`config.mk`:
```
export PLATFORM = sky130hd
export DESIGN_NAME = embedded_block_locator_top
export DESIGN_NICKNAME = d
export VERILOG_FILES = /design/src/rtl/ebl_pkg.sv /design/src/rtl/embedded_block_locator_top.sv /design/src/rtl/ebl_front.sv /design/src/rtl/ebl_fifo.sv /design/src/rtl/ebl_back.sv
export SDC_FILE = /design/constraint.sdc
export NUM_CORES = 1
export LEC_CHECK = 0
export BUFFER_PORTS_ARGS = -buffer_cell sky130_fd_sc_hd__buf_4
export CAP_MARGIN = 20
export CORE_AREA = 2 2 217 219
export CTS_CLUSTER_DIAMETER = 80
export CTS_CLUSTER_SIZE = 16
export DETAILED_ROUTE_END_ITERATION = 10
export DIE_AREA = 0 0 219 221
export PLACE_DENSITY = 0.62
export SETUP_SLACK_MARGIN = 0.3
export SLEW_MARGIN = 20
export SYNTH_ARGS = -nofsm -noshare
export SYNTH_HDL_FRONTEND = slang
export SYNTH_HIERARCHICAL = 1
export SYNTH_SLANG_ARGS = --single-unit
```
`constraint.sdc`:
```
create_clock -name clock -period 8.5 [get_ports clock]
set_clock_uncertainty 0.2 [all_clocks]
set_input_delay 1.275 -clock clock [delete_from_list [all_inputs] [get_ports clock]]
set_output_delay 1.275 -clock clock [all_outputs]
set_load 0.02 [all_outputs]
```
`src/rtl/ebl_pkg.sv`:
```
// Shared types and constants for the embedded block locator.
`default_nettype none

package ebl_pkg;

   localparam int unsigned OUT_BITS    = 24;
   localparam int unsigned WIDE_BITS   = 32;
   localparam int unsigned QUEUE_DEPTH = 4;
   localparam int unsigned QUEUE_IDX   = 2;

   // "__DATA__" packed, first character in the most significant byte
   localparam logic [63:0] MARK_WORD = 64'h5F5F_4441_5441_5F5F;

   localparam logic [7:0] CHAR_NEWLINE = 8'h0A;
   localparam logic [7:0] CHAR_HASH    = 8'h23;
   localparam logic [7:0] CHAR_BANG    = 8'h21;
   localparam logic [7:0] CHAR_DQUOTE  = 8'h22;
   localparam logic [7:0] CHAR_SQUOTE  = 8'h27;
   localparam logic [7:0] CHAR_SEMI    = 8'h3B;
   localparam logic [7:0] CHAR_SLASH   = 8'h2F;
   localparam logic [7:0] CHAR_DASH    = 8'h2D;
   localparam logic [7:0] CHAR_UNDER   = 8'h5F;
   localparam logic [7:0] CHAR_SPACE   = 8'h20;

   typedef struct packed {
      logic [7:0] text_byte;
      logic       last_byte;
   } req_type;

   typedef struct packed {
      logic                block_found;
      logic                has_shebang;
      logic [OUT_BITS-1:0] block_start;
      logic [OUT_BITS-1:0] block_length;
      logic                too_long;
   } rsp_type;

   // Classified byte handed from the front to the back
   typedef struct packed {
      logic [7:0] text_byte;
      logic       last_byte;
      logic       is_newline;
      logic       is_tail;
      logic       is_hash;
      logic       is_bang;
      logic       is_name_char;
   } item_type;

endpackage

`default_nettype wire

```
`src/rtl/embedded_block_locator_top.sv`:
```
// Embedded block locator: top level joining front end, byte queue and back end.
//
// Usage:
//   Bytes of a script text enter through a queue-style port: req_data is
//   transferred at a clock edge where push is high and full is low. Mark the
//   final byte of a text with last_byte; no result is produced for any other
//   byte. The single result for the text (block found, shebang, block start,
//   block length, too_long) appears on rsp_data while empty is low and is
//   transferred at an edge where pop is high.
//   Throughput is one byte per cycle while full is low: the front end classifies a byte and
//   writes it into a four-entry queue; the back end retires one queued byte
//   per cycle through its line scanner, except that a final byte waits there while a result is still held.
//   The final byte is registered in the queue and then the back end registers
//   the result; bytes already queued ahead of the final byte delay the result further.
//   When the receiver stalls, the result register holds its result; bytes
//   of the next text keep flowing until a further final byte reaches the back
//   end, which then waits, and the queue fills until full rises.
//   Reset (synchronous, active high) empties the queue, drops any waiting
//   result and returns the scanner to the start of a text.
`default_nettype none

module embedded_block_locator_top #(
   parameter int unsigned POSITION_BITS = 24
) (
   input  wire logic             clock,
   input  wire logic             reset,
   input  wire logic             push,
   output logic                  full,
   input  wire ebl_pkg::req_type req_data,
   output logic                  empty,
   input  wire logic             pop,
   output ebl_pkg::rsp_type      rsp_data
);

   logic              q_push;
   logic              q_full;
   logic              q_pop;
   logic              q_empty;
   ebl_pkg::item_type q_wr_item;
   ebl_pkg::item_type q_rd_item;

   ebl_front u_front (
      .push     (push),
      .full     (full),
      .req_data (req_data),
      .q_push   (q_push),
      .q_full   (q_full),
      .q_item   (q_wr_item)
   );

   ebl_fifo u_fifo (
      .clock   (clock),
      .reset   (reset),
      .wr_en   (q_push),
      .wr_item (q_wr_item),
      .q_full  (q_full),
      .rd_en   (q_pop),
      .rd_item (q_rd_item),
      .q_empty (q_empty)
   );

   ebl_back #(
      .POSITION_BITS (POSITION_BITS)
   ) u_back (
      .clock    (clock),
      .reset    (reset),
      .q_item   (q_rd_item),
      .q_empty  (q_empty),
      .q_pop    (q_pop),
      .empty    (empty),
      .pop      (pop),
      .rsp_data (rsp_data)
   );

endmodule

`default_nettype wire

```
`src/rtl/ebl_front.sv`:
```
// Front end: takes bytes from the input channel and classifies them.
`default_nettype none

module ebl_front (
   input  wire logic             push,
   output logic                  full,
   input  wire ebl_pkg::req_type req_data,
   output logic                  q_push,
   input  wire logic             q_full,
   output ebl_pkg::item_type     q_item
);

   logic [7:0] b;

   always_comb begin
      b = req_data.text_byte;
      q_item.text_byte    = b;
      q_item.last_byte    = req_data.last_byte;
      q_item.is_newline   = (b == ebl_pkg::CHAR_NEWLINE);
      q_item.is_tail      = (b == ebl_pkg::CHAR_DQUOTE) || (b == ebl_pkg::CHAR_SQUOTE) ||
                            (b == ebl_pkg::CHAR_SEMI);
      q_item.is_hash      = (b == ebl_pkg::CHAR_HASH);
      q_item.is_bang      = (b == ebl_pkg::CHAR_BANG);
      q_item.is_name_char = (b >= 8'h30 && b <= 8'h39) || (b >= 8'h61 && b <= 8'h7A) ||
                            (b >= 8'h41 && b <= 8'h5A) || (b == ebl_pkg::CHAR_DASH) ||
                            (b == ebl_pkg::CHAR_UNDER) || (b == ebl_pkg::CHAR_SPACE) ||
                            (b == ebl_pkg::CHAR_SLASH);
   end

   assign full   = q_full;
   assign q_push = push && !q_full;

endmodule

`default_nettype wire

```
`src/rtl/ebl_fifo.sv`:
```
// Short queue of classified bytes between the front and the back.
`default_nettype none

module ebl_fifo (
   input  wire logic              clock,
   input  wire logic              reset,
   input  wire logic              wr_en,
   input  wire ebl_pkg::item_type wr_item,
   output logic                   q_full,
   input  wire logic              rd_en,
   output ebl_pkg::item_type      rd_item,
   output logic                   q_empty
);

   localparam logic [ebl_pkg::QUEUE_IDX:0] DEPTH = (ebl_pkg::QUEUE_IDX+1)'(ebl_pkg::QUEUE_DEPTH);

   ebl_pkg::item_type entry_ff [ebl_pkg::QUEUE_DEPTH];
   logic [ebl_pkg::QUEUE_IDX-1:0] wr_ptr_ff, wr_ptr_in;
   logic [ebl_pkg::QUEUE_IDX-1:0] rd_ptr_ff, rd_ptr_in;
   logic [ebl_pkg::QUEUE_IDX:0]   count_ff, count_in;

   assign q_full  = (count_ff == DEPTH);
   assign q_empty = (count_ff == '0);
   assign rd_item = entry_ff[rd_ptr_ff];

   always_comb begin
      wr_ptr_in = wr_ptr_ff + (wr_en ? 1'b1 : 1'b0);
      rd_ptr_in = rd_ptr_ff + (rd_en ? 1'b1 : 1'b0);
      count_in  = count_ff;
      if (wr_en && !rd_en) begin
         count_in = count_ff + 1'b1;
      end else if (rd_en && !wr_en) begin
         count_in = count_ff - 1'b1;
      end
   end

   always_ff @(posedge clock) begin
      if (reset) begin
         wr_ptr_ff <= '0;
         rd_ptr_ff <= '0;
         count_ff  <= '0;
      end else begin
         wr_ptr_ff <= wr_ptr_in;
         rd_ptr_ff <= rd_ptr_in;
         count_ff  <= count_in;
      end
   end

   always_ff @(posedge clock) begin
      if (wr_en) begin
         entry_ff[wr_ptr_ff] <= wr_item;
      end
   end

endmodule

`default_nettype wire

```
`src/rtl/ebl_back.sv`:
```
// Back end: line scanner state and the result register.
`default_nettype none

module ebl_back #(
   parameter int unsigned POSITION_BITS = 24
) (
   input  wire logic              clock,
   input  wire logic              reset,
   input  wire ebl_pkg::item_type q_item,
   input  wire logic              q_empty,
   output logic                   q_pop,
   output logic                   empty,
   input  wire logic              pop,
   output ebl_pkg::rsp_type       rsp_data
);

   typedef enum logic [3:0] {
      PH_FIRST = 4'b0001,
      PH_MARK  = 4'b0010,
      PH_CLOSE = 4'b0100,
      PH_DONE  = 4'b1000
   } phase_type;

   localparam int unsigned P = POSITION_BITS;
   localparam int unsigned W = ebl_pkg::WIDE_BITS;
   localparam int unsigned O = ebl_pkg::OUT_BITS;

   function automatic logic [P-1:0] pos_diff(input logic [P-1:0] a, input logic [P-1:0] c);
      return (a >= c) ? (a - c) : '0;
   endfunction

   phase_type       phase_ff, phase_in;
   logic [P-1:0]    pos_ff, pos_in;
   logic [P-1:0]    line_start_ff, line_start_in;
   logic [P-1:0]    start_ff, start_in;
   logic [P-1:0]    length_ff, length_in;
   logic            first_valid_ff, first_valid_in;
   logic [3:0]      line_len_ff, line_len_in;
   logic [63:0]     recent_ff, recent_in;
   logic [63:0]     before_ff, before_in;
   logic [3:0]      before_len_ff, before_len_in;
   logic            tail_run_ff, tail_run_in;
   logic            shebang_ff, shebang_in;
   logic            found_ff, found_in;
   logic            overflow_ff, overflow_in;

   logic            rsp_valid_ff, rsp_valid_in;
   ebl_pkg::rsp_type rsp_ff, rsp_in;

   logic            out_free;
   logic            take;
   logic            take_last;
   logic            sat;
   logic [P-1:0]    next_pos;
   logic            mark_phase;
   logic [63:0]     cand;
   logic [3:0]      cand_len;
   logic            name_ok;
   logic [P-1:0]    len_open;
   logic [W-1:0]    st_w;
   logic [W-1:0]    ln_w;
   logic            st_clamp;
   logic            ln_clamp;

   assign out_free  = !rsp_valid_ff || pop;
   assign q_pop     = !q_empty && (!q_item.last_byte || out_free);
   assign take      = q_pop;
   assign take_last = take && q_item.last_byte;
   assign empty     = !rsp_valid_ff;
   assign rsp_data  = rsp_ff;

   always_comb begin
      sat      = (pos_ff == {P{1'b1}});
      next_pos = sat ? pos_ff : pos_ff + 1'b1;
      cand     = tail_run_ff ? before_ff : recent_ff;
      cand_len = tail_run_ff ? before_len_ff : line_len_ff;
      priority if (line_len_ff == 4'd0) begin
         name_ok = q_item.is_hash;
      end else if (line_len_ff == 4'd1) begin
         name_ok = q_item.is_bang;
      end else begin
         name_ok = q_item.is_name_char;
      end

      phase_in       = phase_ff;
      pos_in         = pos_ff;
      line_start_in  = line_start_ff;
      start_in       = start_ff;
      length_in      = length_ff;
      first_valid_in = first_valid_ff;
      line_len_in    = line_len_ff;
      recent_in      = recent_ff;
      before_in      = before_ff;
      before_len_in  = before_len_ff;
      tail_run_in    = tail_run_ff;
      shebang_in     = shebang_ff;
      found_in       = found_ff;
      overflow_in    = overflow_ff;
      mark_phase     = 1'b0;

      if (take) begin
         pos_in      = next_pos;
         overflow_in = overflow_ff || sat;
         if (q_item.is_newline) begin
            unique case (phase_ff)
               PH_FIRST: begin
                  if (first_valid_ff && line_len_ff >= 4'd4) begin
                     shebang_in = 1'b1;
                  end else begin
                     found_in = 1'b1;
                     start_in = '0;
                  end
                  mark_phase = 1'b1;
               end
               PH_MARK: begin
                  mark_phase = 1'b1;
               end
               PH_CLOSE: begin
                  if (line_len_ff == 4'd8 && recent_ff == ebl_pkg::MARK_WORD) begin
                     // an empty block measures up to the closing newline
                     length_in = pos_diff(line_start_ff, start_ff);
                     if (length_in == '0) begin
                        length_in = pos_diff(pos_ff, start_ff);
                     end
                     phase_in = PH_DONE;
                  end
               end
               PH_DONE: begin
               end
               default: begin
               end
            endcase
            if (mark_phase) begin
               phase_in = PH_MARK;
               if (cand_len >= 4'd8 && cand == ebl_pkg::MARK_WORD) begin
                  start_in = next_pos;
                  found_in = 1'b1;
                  phase_in = PH_CLOSE;
               end
            end
            recent_in     = '0;
            before_in     = '0;
            before_len_in = '0;
            tail_run_in   = 1'b0;
            line_len_in   = '0;
            line_start_in = next_pos;
         end else begin
            if (phase_ff == PH_FIRST && !name_ok) begin
               first_valid_in = 1'b0;
            end
            if (q_item.is_tail) begin
               // hold the line as it stood before the quote/semicolon run
               if (!tail_run_ff) begin
                  before_in     = recent_ff;
                  before_len_in = line_len_ff;
                  tail_run_in   = 1'b1;
               end
            end else begin
               tail_run_in = 1'b0;
            end
            recent_in = {recent_ff[55:0], q_item.text_byte};
            if (line_len_ff != 4'd15) begin
               line_len_in = line_len_ff + 1'b1;
            end
         end
      end

      len_open = pos_diff(pos_in, start_in);
      st_w     = found_in ? W'(start_in) : '0;
      ln_w     = '0;
      if (found_in) begin
         ln_w = (phase_in == PH_DONE) ? W'(length_in) : W'(len_open);
      end
      st_clamp = |st_w[W-1:O];
      ln_clamp = |ln_w[W-1:O];

      rsp_in.block_found  = found_in;
      rsp_in.has_shebang  = shebang_in;
      rsp_in.block_start  = st_clamp ? {O{1'b1}} : st_w[O-1:0];
      rsp_in.block_length = ln_clamp ? {O{1'b1}} : ln_w[O-1:0];
      rsp_in.too_long     = overflow_in || st_clamp || ln_clamp;

      rsp_valid_in = rsp_valid_ff;
      if (take_last) begin
         rsp_valid_in = 1'b1;
      end else if (pop) begin
         rsp_valid_in = 1'b0;
      end
   end

   always_ff @(posedge clock) begin
      if (reset || take_last) begin
         phase_ff       <= PH_FIRST;
         pos_ff         <= '0;
         line_start_ff  <= '0;
         start_ff       <= '0;
         length_ff      <= '0;
         first_valid_ff <= 1'b1;
         line_len_ff    <= '0;
         recent_ff      <= '0;
         before_ff      <= '0;
         before_len_ff  <= '0;
         tail_run_ff    <= 1'b0;
         shebang_ff     <= 1'b0;
         found_ff       <= 1'b0;
         overflow_ff    <= 1'b0;
      end else begin
         phase_ff       <= phase_in;
         pos_ff         <= pos_in;
         line_start_ff  <= line_start_in;
         start_ff       <= start_in;
         length_ff      <= length_in;
         first_valid_ff <= first_valid_in;
         line_len_ff    <= line_len_in;
         recent_ff      <= recent_in;
         before_ff      <= before_in;
         before_len_ff  <= before_len_in;
         tail_run_ff    <= tail_run_in;
         shebang_ff     <= shebang_in;
         found_ff       <= found_in;
         overflow_ff    <= overflow_in;
      end
   end

   always_ff @(posedge clock) begin
      if (reset) begin
         rsp_valid_ff <= 1'b0;
      end else begin
         rsp_valid_ff <= rsp_valid_in;
      end
   end

   always_ff @(posedge clock) begin
      if (take_last) begin
         rsp_ff <= rsp_in;
      end
   end

   a_found_left_first: assert property (@(posedge clock) disable iff (reset)
      (found_ff || shebang_ff) |-> (phase_ff != PH_FIRST))
      else $error("found or shebang flag set while still on the first line");

   a_done_has_block: assert property (@(posedge clock) disable iff (reset)
      (phase_ff == PH_DONE) |-> found_ff)
      else $error("closing line seen without a block start");

   a_offsets_behind: assert property (@(posedge clock) disable iff (reset)
      (line_start_ff <= pos_ff) && (start_ff <= pos_ff))
      else $error("line or block start ahead of byte position");

   a_no_result_overwrite: assert property (@(posedge clock) disable iff (reset)
      take_last |-> out_free)
      else $error("final byte taken while result slot occupied");

   a_result_after_last: assert property (@(posedge clock) disable iff (reset)
      take_last |=> (rsp_valid_ff && pos_ff == '0 && phase_ff == PH_FIRST))
      else $error("scan state not restarted after final byte");

endmodule

`default_nettype wire

```
# --- Word-level counts from Yosys, hierarchy flattened ---
# Memories as Yosys holds them, arrays and structs flattened. A register that Yosys moved wholly into a read port is not among the register bits.
# Index checks and enable logic that the tools add are counted.
op_classes:
  add_sub_neg: 9
  n_mul: 0
  div_mod_pow: 0
  n_lt_le_gt_ge: 11
  eq_ne: 21
  shift: 0
  muxes: 61
  n_bitwise: 1
  n_reduce_logical: 47
ops:
  columns: ["operator", "count"]
  rows:
  - ["$mux W24", 18]
  - ["$mux W64", 4]
  - ["$eq A64 B63 Y1 const B", 2]
  - ["$ge A24 B24 Y1", 3]
  - ["$sub A24 B24 Y24", 3]
  - ["$eq A8 B6 Y1 const B", 8]
  - ["$mux W4", 10]
  - ["$mux W32", 1]
  - ["$add A24 B1 Y24 const B", 1]
  - ["$eq A24 B24 Y1 const B", 1]
  - ["$logic_not A24 Y1", 1]
  - ["$mux W1", 24]
  - ["$ge A8 B7 Y1 const B", 2]
  - ["$le A8 B7 Y1 const B", 2]
  - ["$logic_or A1 B1 Y1", 14]
  - ["$logic_and A1 B1 Y1", 12]
  - ["$mux W3", 3]
  - ["$eq A4 B1 Y1 const B", 2]
  - ["$eq A4 B4 Y1 const B", 2]
  - ["$eq A8 B4 Y1 const B", 1]
  - ["$eq A8 B7 Y1 const B", 1]
  - ["$ge A8 B6 Y1 const B", 1]
  - ["$le A8 B6 Y1 const B", 1]
  - ["$reduce_bool A2 Y1", 4]
  - ["other kinds (20)", 29]
totals:
  ff_bits: 300
  latch_bits: 0
  ram_bits: 56
  romBits: 0
  inputBits: 13
  out_inout_bits: 53
  wordCells: 174
  n_memories: 1
mem_list:
  columns: ["name", "depth", "width", "read_ports", "rd_ports_with_merged_regs", "wr", "line", "text"]
  rows:
  - ["u_fifo.entry_ff", 4, 14, 1, 1, 1, "ebl_fifo.sv:17", "ebl_pkg::item_type entry_ff [ebl_pkg::QUEUE_DEPTH];"]

# --- Logic depth before layout (Yosys ltp) ---
# Gate-level depths: netlist of run 1.
depth:
  depth_word: 14
  depth_mapped: 25
  mapped_depth_nobuf: 22

# --- By module ---
# The synthesis of run 1 kept the hierarchy.
by_module_without_submodules:
  columns: ["mod", "n_inst", "cells_each", "area_each_um2", "seq_area_each_um2"]
  rows:
  - ["ebl_back", 1, 1813, 15501.1, 6316.1]
  - ["ebl_fifo", 1, 107, 2384.8, 1821.7]
  - ["ebl_front", 1, 39, 292.8, 0.0]

# --- Worst setup path after synthesis of run 1 ---
# No wires, ideal clock.
synth_path:
  path_kind: "input-to-reg"
  start: "in pop"
  end: "reg u_back.rsp_ff, in the netlist u_back/rsp_data[23] (data pin)"
  setup_ns: 0.262
  arrival_ns: 5.266
  required_ns: 8.038
  slack_ns: 2.772
  stages: 21
  n_path_buf: 2
  cell_sequence: "nand3b_1 -> nand4_1 -> a21oi_1 -> o2111ai_1 -> clkbuf_1 -> clkbuf_1 -> a31oi_1 -> inv_1 -> ha_1 -> inv_1 -> fa_1 -> a211oi_1 -> o21ai_0 -> a2111oi_0 -> nor3_1 -> nor2_1 -> o22ai_4 -> a2111oi_2 -> o21ai_1 -> a221oi_1 -> o2bb2ai_1"
synth_via:
  elab_chain_cells: 8
  word_cells_on_any_way: 14
  cone_classes: "add/sub (1); order compare (1); eq/ne (1); mux (8); reduce/logical (3)"
synth_rtl:
  columns: ["element", "line", "text"]
  rows:
  - ["from (decl)", "embedded_block_locator_top.sv:31", "input wire logic pop,"]
  - ["$logic_or A1 B1 Y1 *", "ebl_back.sv:65", "assign out_free = !rsp_valid_ff || pop;"]
  - ["$logic_or A1 B1 Y1 *", "ebl_back.sv:66", "assign q_pop = !q_empty && (!q_item.last_byte || out_free);"]
  - ["$logic_and A1 B1 Y1 *", "ebl_back.sv:66", null]
  - ["$mux W24 *", "ebl_back.sv:101", "if (take) begin"]
  - ["net u_back.start_in[0]", "ebl_back.sv:35", "logic [P-1:0] start_ff, start_in;"]
  - ["$sub A24 B24 Y24 or $ge A24 B24 Y1 (tied branches)", "ebl_back.sv:29", "return (a >= c) ? (a - c) : '0;"]
  - ["$mux W24 *", "ebl_back.sv:29", null]
  - ["$mux W24 *", "ebl_back.sv:172", "ln_w = (phase_in == PH_DONE) ? W'(length_in) : W'(len_open);"]
  - ["$mux W32 *", "ebl_back.sv:171", "if (found_in) begin"]
  - ["to (signal assigned)", "ebl_back.sv:235", "rsp_ff <= rsp_in;"]
  - ["to (decl)", "ebl_back.sv:48", "ebl_pkg::rsp_type rsp_ff, rsp_in;"]
# Mark *: on every way through the listed nets, which the timed path passes. The rest lies on a longest branch.
# A chain may end at the register's enable or synchronous reset.

==> impl_results.md, run 1 <==
* Status: completed
* Worst r2r src: u_fifo/rd_ptr_ff[0]
* Starting DRT DRC Count at 1200
* Slew Limit Fails at 0
* Internal cell power at 0.00365 W
* Uppermost layer routed: met4
* Syn Area/Cell at 9.28 µm²
* Pin count of the biggest net entering global routing at 97
* CTS Root Cell: clkbuf_16
* Max Fclk at 0.160 GHz
* Startpoint types: flop
* TritonCTS clock tree: built
* Layout cells sized above 1 at 9.45%
* Clock buffer depth at 3
* Global Route Usage Sum at 20.5%
* FF-to-FF End: u_back/rsp_data[2]
* Die width at 219 µm
* Largest cells by area after synthesis: dfxtp_1 (27%), edfxtp_1 (18%), ha_1 (5.4%)
* Post-layout util at 43.3%
* Seq/Total Area, Yosys at 44.8%
* Setup repair bufs after CTS at 0
* Rows at 79
* Crit path required time at 8.72 ns
* Peak VDD IR at 0.000304 V
* FF+latch count, synth at 353
* Type of the worst setup path: flop to flop
* Final worst path period share at 73.7%
* Wl on met1 at 22900 µm
* RD Place Congestion at 0.922
* Nets at 2046
* Data arrival time of the worst path at 6.48 ns
* Setup violators final at 0
* Detailed-route wire length at 50500 µm
* Worst slew margin at 28.9%
* Worst Setup End Kind: flop
* Switching share of power at 45.0%
* Cell Pwr Density at 333 mW/mm²
* Distinct cells, synth at 95
* Synthesized area at 0.0182 mm²
* Post-synth EDFFs at 107
* Tightest Pin Transition at 1.06 ns
* Clock-pin slew on the worst setup and hold paths at 0.07 ns
* Fill cells at 4520
* DR vias at 14800
* Post-route minimum period at 6.26 ns
* WL/cell at 19.6 µm
* Core Footprint at 0.0461 mm²
* Top_reg_cell synth: dfxtp_1
* DR WL met2 at 23500 µm
* DIE AREA at 0.0484 mm²
* I/O Pins at 66
* Async set-reset flop share out of synthesis at 0%
* Worst path max stage delay at 0.56 ns
* CTS buffer count at 29
* Post-Syn Instances at 1959
* Min-delay src: u_back/first_valid_ff
* DRC violations left at 0
* First-pass DRT Iterations at 5
* Worst hold stages at 2
* Detailed placement HPWL at 35500 µm
* DRT antenna net count at 0
* YS warnings at 6
* Seq pwr share at 32.1%
* Crit Path Max Fanout at 43
* Initial Utilization at 39.5%
* # resized after CTS at 0
* Post-synth top area cell: dfxtp_1
* Hold Vio Cnt, Final at 0
* CP max stage cell: mux4_2
* IO buf count at 65
* Max Cap Viol at 0
* Post-Syn Nets at 2054
* Hold path endpoint: u_back/first_valid_ff
* Worst R2R Setup Slack at 2.24 ns
* CTS sink cnt at 353
* RSZ-0062 raised after global routing: no
* Clock network fraction of design power at 19.9%
* Power, Total at 0.00663 W
* Overflow after GRT at 0
* Critical-path cell list: buf_4, mux4_2, nand3b_1, nand4_1, a21oi_1, o2111ai_4, buf_4, nor2_1, a31oi_1, ha_1, o21ai_0, o21ai_0, a2111oi_0, nor3_1, nor2_1, o22ai_4, a211oi_2, o41ai_4, and3_1, nand2_1, o31ai_1
* Share of the synthesized area in the top cell type at 27.1%
* Leak at 7.11 nW
* First-pass GRT wire length at 78900 µm
* Hold-fix buffers, CTS at 0
* Setup Total Neg Slack at 0 ns
* Switching power at 0.00298 W
* Number of global-route vias before repair at 14100
* Antenna violations before repair at 0
* Combinational power share at 48.0%
* Hold Path Class: flop to flop
* Vias/cell at 5.74
* # diodes at 0
* Worst reg-to-reg path cell count at 21
* Clock Latency Late Sink at 0.60 ns
* Met3 routed WL at 2490 µm
* Die height at 221 µm
* Synth-to-layout area growth at 9.73%
* Htree depth at 1
[sequential cells by signal, summed over array words and instances, names as in the netlist, 4 cells and up]
signal                count
u_back/line_len_ff        4
u_back/recent_ff         64
u_back/rsp_data          51
u_back/start_ff          24
u_back/line_start_ff     24
u_back/length_ff         24
u_back/before_ff         64
u_back/phase_ff           4
u_back/pos_ff            24
u_fifo/entry_ff          56
[synthesized netlist by cell type, types with 10 or more instances]
| cell | count |
|---|---|
| a211oi_1 | 28 |
| a21o_1 | 40 |
| a21oi_1 | 153 |
| a221oi_1 | 10 |
| a22oi_1 | 65 |
| a31oi_1 | 35 |
| and2_1 | 30 |
| and3_1 | 12 |
| buf_4 | 11 |
| clkbuf_1 | 90 |
| dfxtp_1 | 246 |
| edfxtp_1 | 107 |
| ha_1 | 78 |
| inv_1 | 52 |
| mux4_2 | 10 |
| nand2_1 | 139 |
| nand2b_1 | 12 |
| nand3_1 | 107 |
| nand4_1 | 33 |
| nor2_1 | 255 |
| nor2b_1 | 21 |
| nor3_1 | 27 |
| o21ai_0 | 57 |
| o22ai_1 | 15 |
| o31ai_1 | 10 |
| xnor2_1 | 54 |
| xor2_1 | 59 |
[layer usage]
metal | track usage (%) | up-vias
met4 | 6.39 | 0
met5 | 0 | -
met2 | 33.3 | 421
met3 | 2.36 | 88
li1 | - | 7126
met1 | 28.3 | 7147
[worst max-delay path by stage]
stage                                   start                   to  cells after the start
after global routing      u_fifo/rd_ptr_ff[0]  u_back/rsp_data[23]                     22
after CTS                 u_fifo/rd_ptr_ff[0]  u_back/rsp_data[23]                     22
after floorplan                           pop  u_back/rsp_data[23]                     21
final                     u_fifo/rd_ptr_ff[0]   u_back/rsp_data[2]                     21
after global placement                    pop  u_back/rsp_data[23]                     16
after detailed placement                  pop  u_back/rsp_data[23]                     16
[power groups by stage]
stage,clock network (W),logic [W],registers (W)
6_report,0.00132,0.00319,0.00213
5_1_grt,0.00141,0.00344,0.00215
4_1_cts,0.00135,0.00316,0.00213
3_5_place_dp,0,0.00314,0.00217
3_3_place_gp,0,0.00312,0.00217
2_1_floorplan,0,0.00215,0.00223
[cells in the final DEF (no fill, tap or decap), types with 8 or more instances in the layout]
master,n
and3_1,10
o22ai_1,15
xor2_1,59
nand3_1,107
edfxtp_1,107
inv_1,51
o21ai_0,56
nand4_1,33
a31oi_1,35
nor2b_1,20
nor3_1,26
o21bai_1,8
a211oi_1,28
nor2_1,253
a21oi_1,153
buf_4,83
and2_1,30
o31ai_1,10
nand2b_1,11
ha_1,78
clkbuf_16,29
xnor2_1,54
mux4_2,10
a22oi_1,65
a221oi_1,10
dfxtp_1,246
nand2_1,139
a21o_1,40
[cell type report]
class	instances	area (µm²)	area share (%)
well taps	607	759	3.81
inverters	54	203	1.02
clock inverters	10	96.3	0.483
clock buffers	39	793	3.98
flip-flops and latches	353	8140	40.8
multi-input cells	1430	9330	46.8
repair buffers	83	623	3.12
[critical path, delay by kind of cell, from the launching register on]
kind,cells,cell delay [ns]
compound gates,10,2.30
fa+ha+maj,1,0.41
buf+inv,2,0.69
flops,1,0.52
mux,1,0.56
simple gates,7,1.38
[per-stage QoR]
step	area (µm²)	std cells	hold WS, ns	worst slack [ns]
floorplan	18200	1959	0.225	2.77
global placement	19100	2527	0.250	2.19
detailed placement	19100	2527	0.246	2.13
CTS	19900	2576	0.262	2.23
global route	19900	2576	0.288	1.79
finish	19900	2576	0.269	2.24
[logic make-up after synthesis]
logic type | synth area share [%]
mux | 2.04
fa+ha+maj | 5.81
compound gates | 18.4
buf+inv | 4.24
simple gates | 19.3
xor+xnor | 5.44
flops | 44.8
No activity file was read; power rests on OpenSTA's default activity.
==> run 2: changes to the inputs <==
Settings changed: ABC_AREA set to 1, CORE_AREA 2 2 217 219 to 2 2 228 230, DIE_AREA 0 0 219 221 to 0 0 230 232.
Clock period 8.5 ns to 6 ns, I/O delays scaled along.
==> impl_results.md, run 2 <==
* Clock Latency Late Sink at 0.59 ns
* Peak VDD IR at 0.000359 V
* TritonCTS clock tree: built
* Share of the synthesized area in the top cell type at 24.5%
* DIE AREA at 0.0534 mm²
* Final worst path period share at 86.3%
* Seq/Total Area, Yosys at 40.4%
* YS warnings at 6
* Largest regs: u_back/before_ff: 64 flops, u_back/recent_ff: 64 flops, u_fifo/entry_ff: 56 flops
* Post-synth top cells: nand2_1 (865), inv_1 (319), a21oi_1 (296)
* Setup repair bufs after CTS at 0
* Type of the worst setup path: flop to flop
* Layout cells sized above 1 at 6.66%
* Tightest Pin Transition at 0.886 ns
* Slew Limit Fails at 0
* RSZ-0062 raised after global routing: yes
* WL/cell at 18.1 µm
* Detailed-route wire length at 64100 µm
* FF+latch count, synth at 353
* Vias/cell at 5.35
* RD Place Congestion at 0.942
* Combinational power share at 54.7%
* DR vias at 19000
* Distinct cells, synth at 53
* Synth-to-layout area growth at 9.02%
* Most common cell in the netlist: nand2_1
* Cell Pwr Density at 482 mW/mm²
* Top_reg_cell synth: dfxtp_1
* Max Fclk at 0.193 GHz
* Clock buffer depth at 3
* Rows at 83
* FF-to-FF End: u_back/rsp_data[2]
* Starting DRT DRC Count at 1738
* Worst Setup End Kind: flop
* CTS buffer count at 26
* Hold-fix buffers, CTS at 0
* Leak at 9.43 nW
* Crit Path Max Fanout at 23
* DRT antenna net count at 0
* Hold Vio Cnt, Final at 0
* Hold path endpoint: u_back/shebang_ff
* Worst r2r src: u_back/pos_ff[1]
* Worst slew margin at 40.9%
* Setup violators final at 0
* First-pass DRT Iterations at 6
* Crit path required time at 6.11 ns
* # diodes at 0
* Syn Area/Cell at 7.06 µm²
* Seq pwr share at 29.3%
* Initial Utilization at 39.6%
* Die height at 232 µm
* I/O Pins at 66
* CTS sink cnt at 353
* Worst R2R Setup Slack at 0.82 ns
* Internal cell power at 0.00532 W
* Overflow after GRT at 0
* Synthesized area at 0.0201 mm²
* Data arrival time of the worst path at 5.29 ns
* Post-Syn Instances at 2853
* Max Cap Viol at 0
* Most frequent cells in the layout: nand2_1 (862), inv_1 (316), a21oi_1 (296)
* Power, Total at 0.0106 W
* Commonest non-fill, non-tap cell in the layout: nand2_1
* Switching power at 0.00525 W
* CTS Root Cell: clkbuf_16
* Min-delay src: u_back/shebang_ff
* Fin area at 0.0219 mm²
* Die width at 230 µm
* Post-Layout Cell Count at 3547
* Min Hold Slack at 0.261 ns
* Core Footprint at 0.0509 mm²
* Startpoint types: flop
* Setup Total Neg Slack at 0 ns
* DRC violations left at 0
* Worst reg-to-reg path cell count at 26
* Worst hold stages at 2
* Switching share of power at 49.6%
* Hold Path Class: flop to flop
* Placement Cell Area at 0.0212 mm²
* Global Route Usage Sum at 23.8%
* Post-synth top area cell: dfxtp_1
* Post-Syn Nets at 2948
* Antenna violations before repair at 0
* IO buf count at 65
* Htree depth at 1
* First-pass GRT wire length at 101000 µm
* Clock network fraction of design power at 16.1%
* Number of global-route vias before repair at 17500
* Clock-pin slew on the worst setup and hold paths at 0.08 ns
* Async set-reset flop share out of synthesis at 0%
* Nets at 2950
* Largest cells by area after synthesis: dfxtp_1 (24%), nand2_1 (16%), edfxtp_1 (16%)
* Pin count of the biggest net entering global routing at 153
* Post-synth EDFFs at 107
* Post-route minimum period at 5.18 ns
* Detailed placement HPWL at 48100 µm
* Placed Cells at 3507
* Status: completed
[run 2: cell count changes after synthesis, sizes merged, moves of 41 or more]
cell	previous run	this run
nand2	139	867
a21oi	153	297
a22oi	65	0
inv	53	326
o21ai	62	142
nor2	255	212
nand3	108	170
xnor2	54	13
[run 2: what timing repair did]
item	CTS	global route
resized for setup	0	13
endpoints found under the hold margin	0	0
endpoints found under the setup margin	0	24
[run 2: through the flow]
| step | worst slack [ns] | utilization, % |
|---|---|---|
| floorplan | 1.40 | - |
| global placement | 0.647 | 41.6 |
| detailed placement | 0.563 | 41.6 |
| CTS | 0.519 | 43.1 |
| global route | 0.251 | 43.1 |
| finish | 0.820 | 43.1 |
[run 2: power groups by stage]
stage	registers, W	clock network [W]	logic (W)
5_1_grt	0.00313	0.00182	0.00642
2_1_floorplan	0.00326	0	0.00386
4_1_cts	0.00309	0.00174	0.00573
3_3_place_gp	0.00314	0	0.00566
6_report	0.00309	0.00170	0.00578
3_5_place_dp	0.00313	0	0.00571
[run 2: routing by layer]
metal | track usage, % | share of wire, % | vias up
li1 | - | - | 9346
met1 | 36.2 | 50 | 8967
met2 | 36.2 | 43 | 596
met3 | 2.01 | 5.8 | 80
met4 | 5.48 | 2.1 | 0
met5 | 0 | 0 | -
[run 2: final cells by class]
class | instances | area, µm²
multi-input cells | 2049 | 10200
well taps | 680 | 851
repair buffers | 98 | 767
flip-flops and latches | 353 | 8140
clock inverters | 2 | 46.3
inverters | 327 | 1240
clock buffers | 38 | 706
fillers | 5348 | 28900
[run 2: how the worst max path moves through the flow]
stage | depth (start not counted) | start | slack [ns] | to
2_1_floorplan | 26 | pop | 1.40 | u_back/rsp_data[23]
3_3_place_gp | 29 | u_back/tail_run_ff | 0.65 | u_back/rsp_data[23]
3_5_place_dp | 29 | u_back/tail_run_ff | 0.56 | u_back/rsp_data[23]
4_1_cts | 31 | u_back/tail_run_ff | 0.52 | u_back/rsp_data[23]
5_1_grt | 29 | u_back/tail_run_ff | 0.25 | u_back/rsp_data[23]
6_report | 26 | u_back/pos_ff[1] | 0.82 | u_back/rsp_data[2]
[run 2: cells by family (layout without fill, tap and decap cells)]
group                    after synthesis  count (layout)  synth area share (%)
flip-flops                           353             353                  40.4
buffers and inverters                451             465                  9.31
AO/OA/AOI/OAI                        512             512                  13.6
adder cells (fa/ha/maj)               82              82                  5.24
XOR/XNOR                              46              46                  2.00
AND/OR/NAND/NOR                     1409            1409                  29.5
[run 2: worst max-delay path, cell delays in order (launching register included)]
cell and delay, ns:
dfxtp_1 0.50, ha_1 0.23, nand2_1 0.08, nor2_1 0.14, inv_1 0.09, nor2_1 0.19
nand4_1 0.21, nor2_2 0.28, nor3_2 0.10, nand4_1 0.12, nor2_1 0.09, nand3_1 0.09
nor2_1 0.06, xor2_1 0.33, nand3_1 0.11, o21ai_0 0.15, inv_1 0.11, ha_1 0.35
a21oi_1 0.15, inv_1 0.08, a21oi_1 0.16, nor2_1 0.06, a2111oi_1 0.39, nand4_2 0.18
buf_4 0.26, nand3_1 0.11, a21oi_1 0.10
==> run 3: changes to the inputs <==
Clock period 6 ns to 4.8 ns, I/O delays scaled along.
==> impl_results.md, run 3 (synthesis gave the netlist of run 2 again) <==
* FF-to-FF End: u_back/rsp_data[5]
* Routing usage on met2 at 38.8%
* IO buf count at 65
* Type of the worst setup path: flop to flop
* Max Fclk at 0.213 GHz
* Slew Limit Fails at 0
* Met1 usage at 36.5%
* Crit Path Max Fanout at 9
* Layout cells sized above 1 at 19.0%
* Die height at 232 µm
* Hold Path Class: input pin to flop
* Vias/cell at 5.32
* Internal cell power at 0.00747 W
* Die width at 230 µm
* First-pass GRT wire length at 106000 µm
* Worst path max stage delay at 0.45 ns
* Synth-to-layout area growth at 24.8%
* Switching power at 0.00693 W
* Worst r2r src: u_back/tail_run_ff
* Antenna violations before repair at 1
* Leak at 11.1 nW
* Setup Total Neg Slack at 0 ns
* Post-route minimum period at 4.68 ns
* Clock network fraction of design power at 16.0%
* Htree depth at 1
* Post-Layout Cell Count at 3820
* Pre-CTS setup slack at -0.243 ns
* CTS Root Cell: clkbuf_16
* First-pass DRT Iterations at 5
* Worst Setup End Kind: flop
* I/O Pins at 66
* Clock-pin slew on the worst setup and hold paths at 0.08 ns
* DR vias at 20300
* Overflow after GRT at 0
* Rows at 83
* Starting DRT DRC Count at 1834
* WL/cell at 17.9 µm
* Global Route Usage Sum at 24.9%
* CTS sink cnt at 353
* DRC violations left at 0
* CP max stage cell: dfxtp_4
* Hold Vio Cnt, Final at 0
* Setup violators final at 0
* Cell Pwr Density at 573 mW/mm²
* Tightest Pin Transition at 1.09 ns
* Data arrival time of the worst path at 4.81 ns
* Min-delay src: req_data[0]
* Hold path endpoint: u_fifo/entry_ff[3][5]
* Initial Utilization at 39.6%
* Number of global-route vias before repair at 19000
* Final worst-path setup slack at 0.115 ns
* Worst hold stages at 1
* Commonest non-fill, non-tap cell in the layout: nand2_1
* GRT met3 Usage at 2.97%
* Pin count of the biggest net entering global routing at 222
* Detailed-route wire length at 68600 µm
* Hold-fix buffers, CTS at 0
* Worst reg-to-reg path cell count at 29
* Fin area at 0.0251 mm²
* Placement Cell Area at 0.0226 mm²
* Detailed placement HPWL at 49500 µm
* CTS buffer count at 28
* Largest regs: u_back/before_ff: 64 flops, u_back/recent_ff: 64 flops, u_fifo/entry_ff: 56 flops
* DRT antenna net count at 0
* RD Place Congestion at 0.914
* Clock Latency Late Sink at 0.60 ns
* Final worst path period share at 97.6%
* Gr busiest metal: met2
* Placed Cells at 3697
* Seq pwr share at 26.7%
* Switching share of power at 48.1%
* Max Cap Viol at 0
* RSZ-0062 raised after global routing: yes
* Status: completed
* TritonCTS clock tree: built
* Post-layout util at 49.4%
* Peak VDD IR at 0.000619 V
* Crit path required time at 4.93 ns
* DIE AREA at 0.0534 mm²
* Combinational power share at 57.3%
* Fill cells at 5004
* Worst slew margin at 27.6%
* Most frequent cells in the layout: nand2_1 (844), buf_4 (313), inv_1 (303)
* Core Footprint at 0.0509 mm²
* Worst R2R Setup Slack at 0.12 ns
* Clock buffer depth at 3
* Startpoint types: flop
* # diodes at 0
* Nets at 3218
-- run 3: timing repair --
item | CTS | global route
buffers inserted | 62 | 8
endpoints found under the hold margin | 0 | 0
setup endpoints to repair | 24 | 26
gates resized for setup | 168 | 86
cloned | 4 | 2
pin swaps | 28 | 21
-- run 3: power by group through the flow --
stage | Sequential [W] | Combinational [W] | Clock [W]
finish | 0.00384 | 0.00825 | 0.00231
global route | 0.00388 | 0.00903 | 0.00246
CTS | 0.00383 | 0.00793 | 0.00235
detailed placement | 0.00389 | 0.00752 | 0
global placement | 0.00389 | 0.00747 | 0
floorplan | 0.00408 | 0.00483 | 0
-- run 3: worst max path at each step --
| stage | startpoint | end | slack [ns] | cells past startpoint |
|---|---|---|---|---|
| global placement | u_back/tail_run_ff | u_back/rsp_data[1] | -0.20 | 27 |
| CTS | u_back/tail_run_ff | u_back/rsp_data[7] | 0.21 | 28 |
| global route | u_back/tail_run_ff | u_back/rsp_data[24] | -0.11 | 35 |
| finish | u_back/tail_run_ff | u_back/rsp_data[5] | 0.12 | 29 |
| floorplan | u_fifo/rd_ptr_ff[0] | u_back/rsp_data[23] | 0.33 | 29 |
| detailed placement | u_back/tail_run_ff | u_back/rsp_data[7] | -0.24 | 27 |
-- run 3: critical path: cells and delay by family (launching register included) --
family                   cells  cell delay, ns
AND/OR/NAND/NOR             15            1.86
adder cells (fa/ha/maj)      1            0.39
flip-flops                   1            0.45
buffers and inverters        7            0.90
AO/OA/AOI/OAI                6            0.59
-- run 3: routing by layer --
layer / vias up / part of all wire [%]
met3: 97 / 6.7
met1: 9652 / 47
met2: 695 / 44
met5: - / 0.019
met4: 2 / 2.5
li1: 9879 / -
-- run 3: layout make-up --
| type | instances | area (µm²) | area share, % |
|---|---|---|---|
| Clock buffer | 38 | 759 | 3.02 |
| Clock inverter | 9 | 108 | 0.428 |
| Inverter | 327 | 1240 | 4.92 |
| Multi-Input combinational cell | 2050 | 11000 | 43.6 |
| Sequential cell | 353 | 8140 | 32.4 |
| Tap cell | 680 | 851 | 3.39 |
| Timing Repair Buffer | 363 | 3070 | 12.2 |
-- run 3: metrics by stage --
stage / total power, W / hold WS [ns]
after global routing: 0.0154 / 0.111
after global placement: 0.0114 / 0.243
after floorplan: 0.00891 / 0.236
final: 0.0144 / 0.129
after CTS: 0.0141 / 0.101
after detailed placement: 0.0114 / 0.247
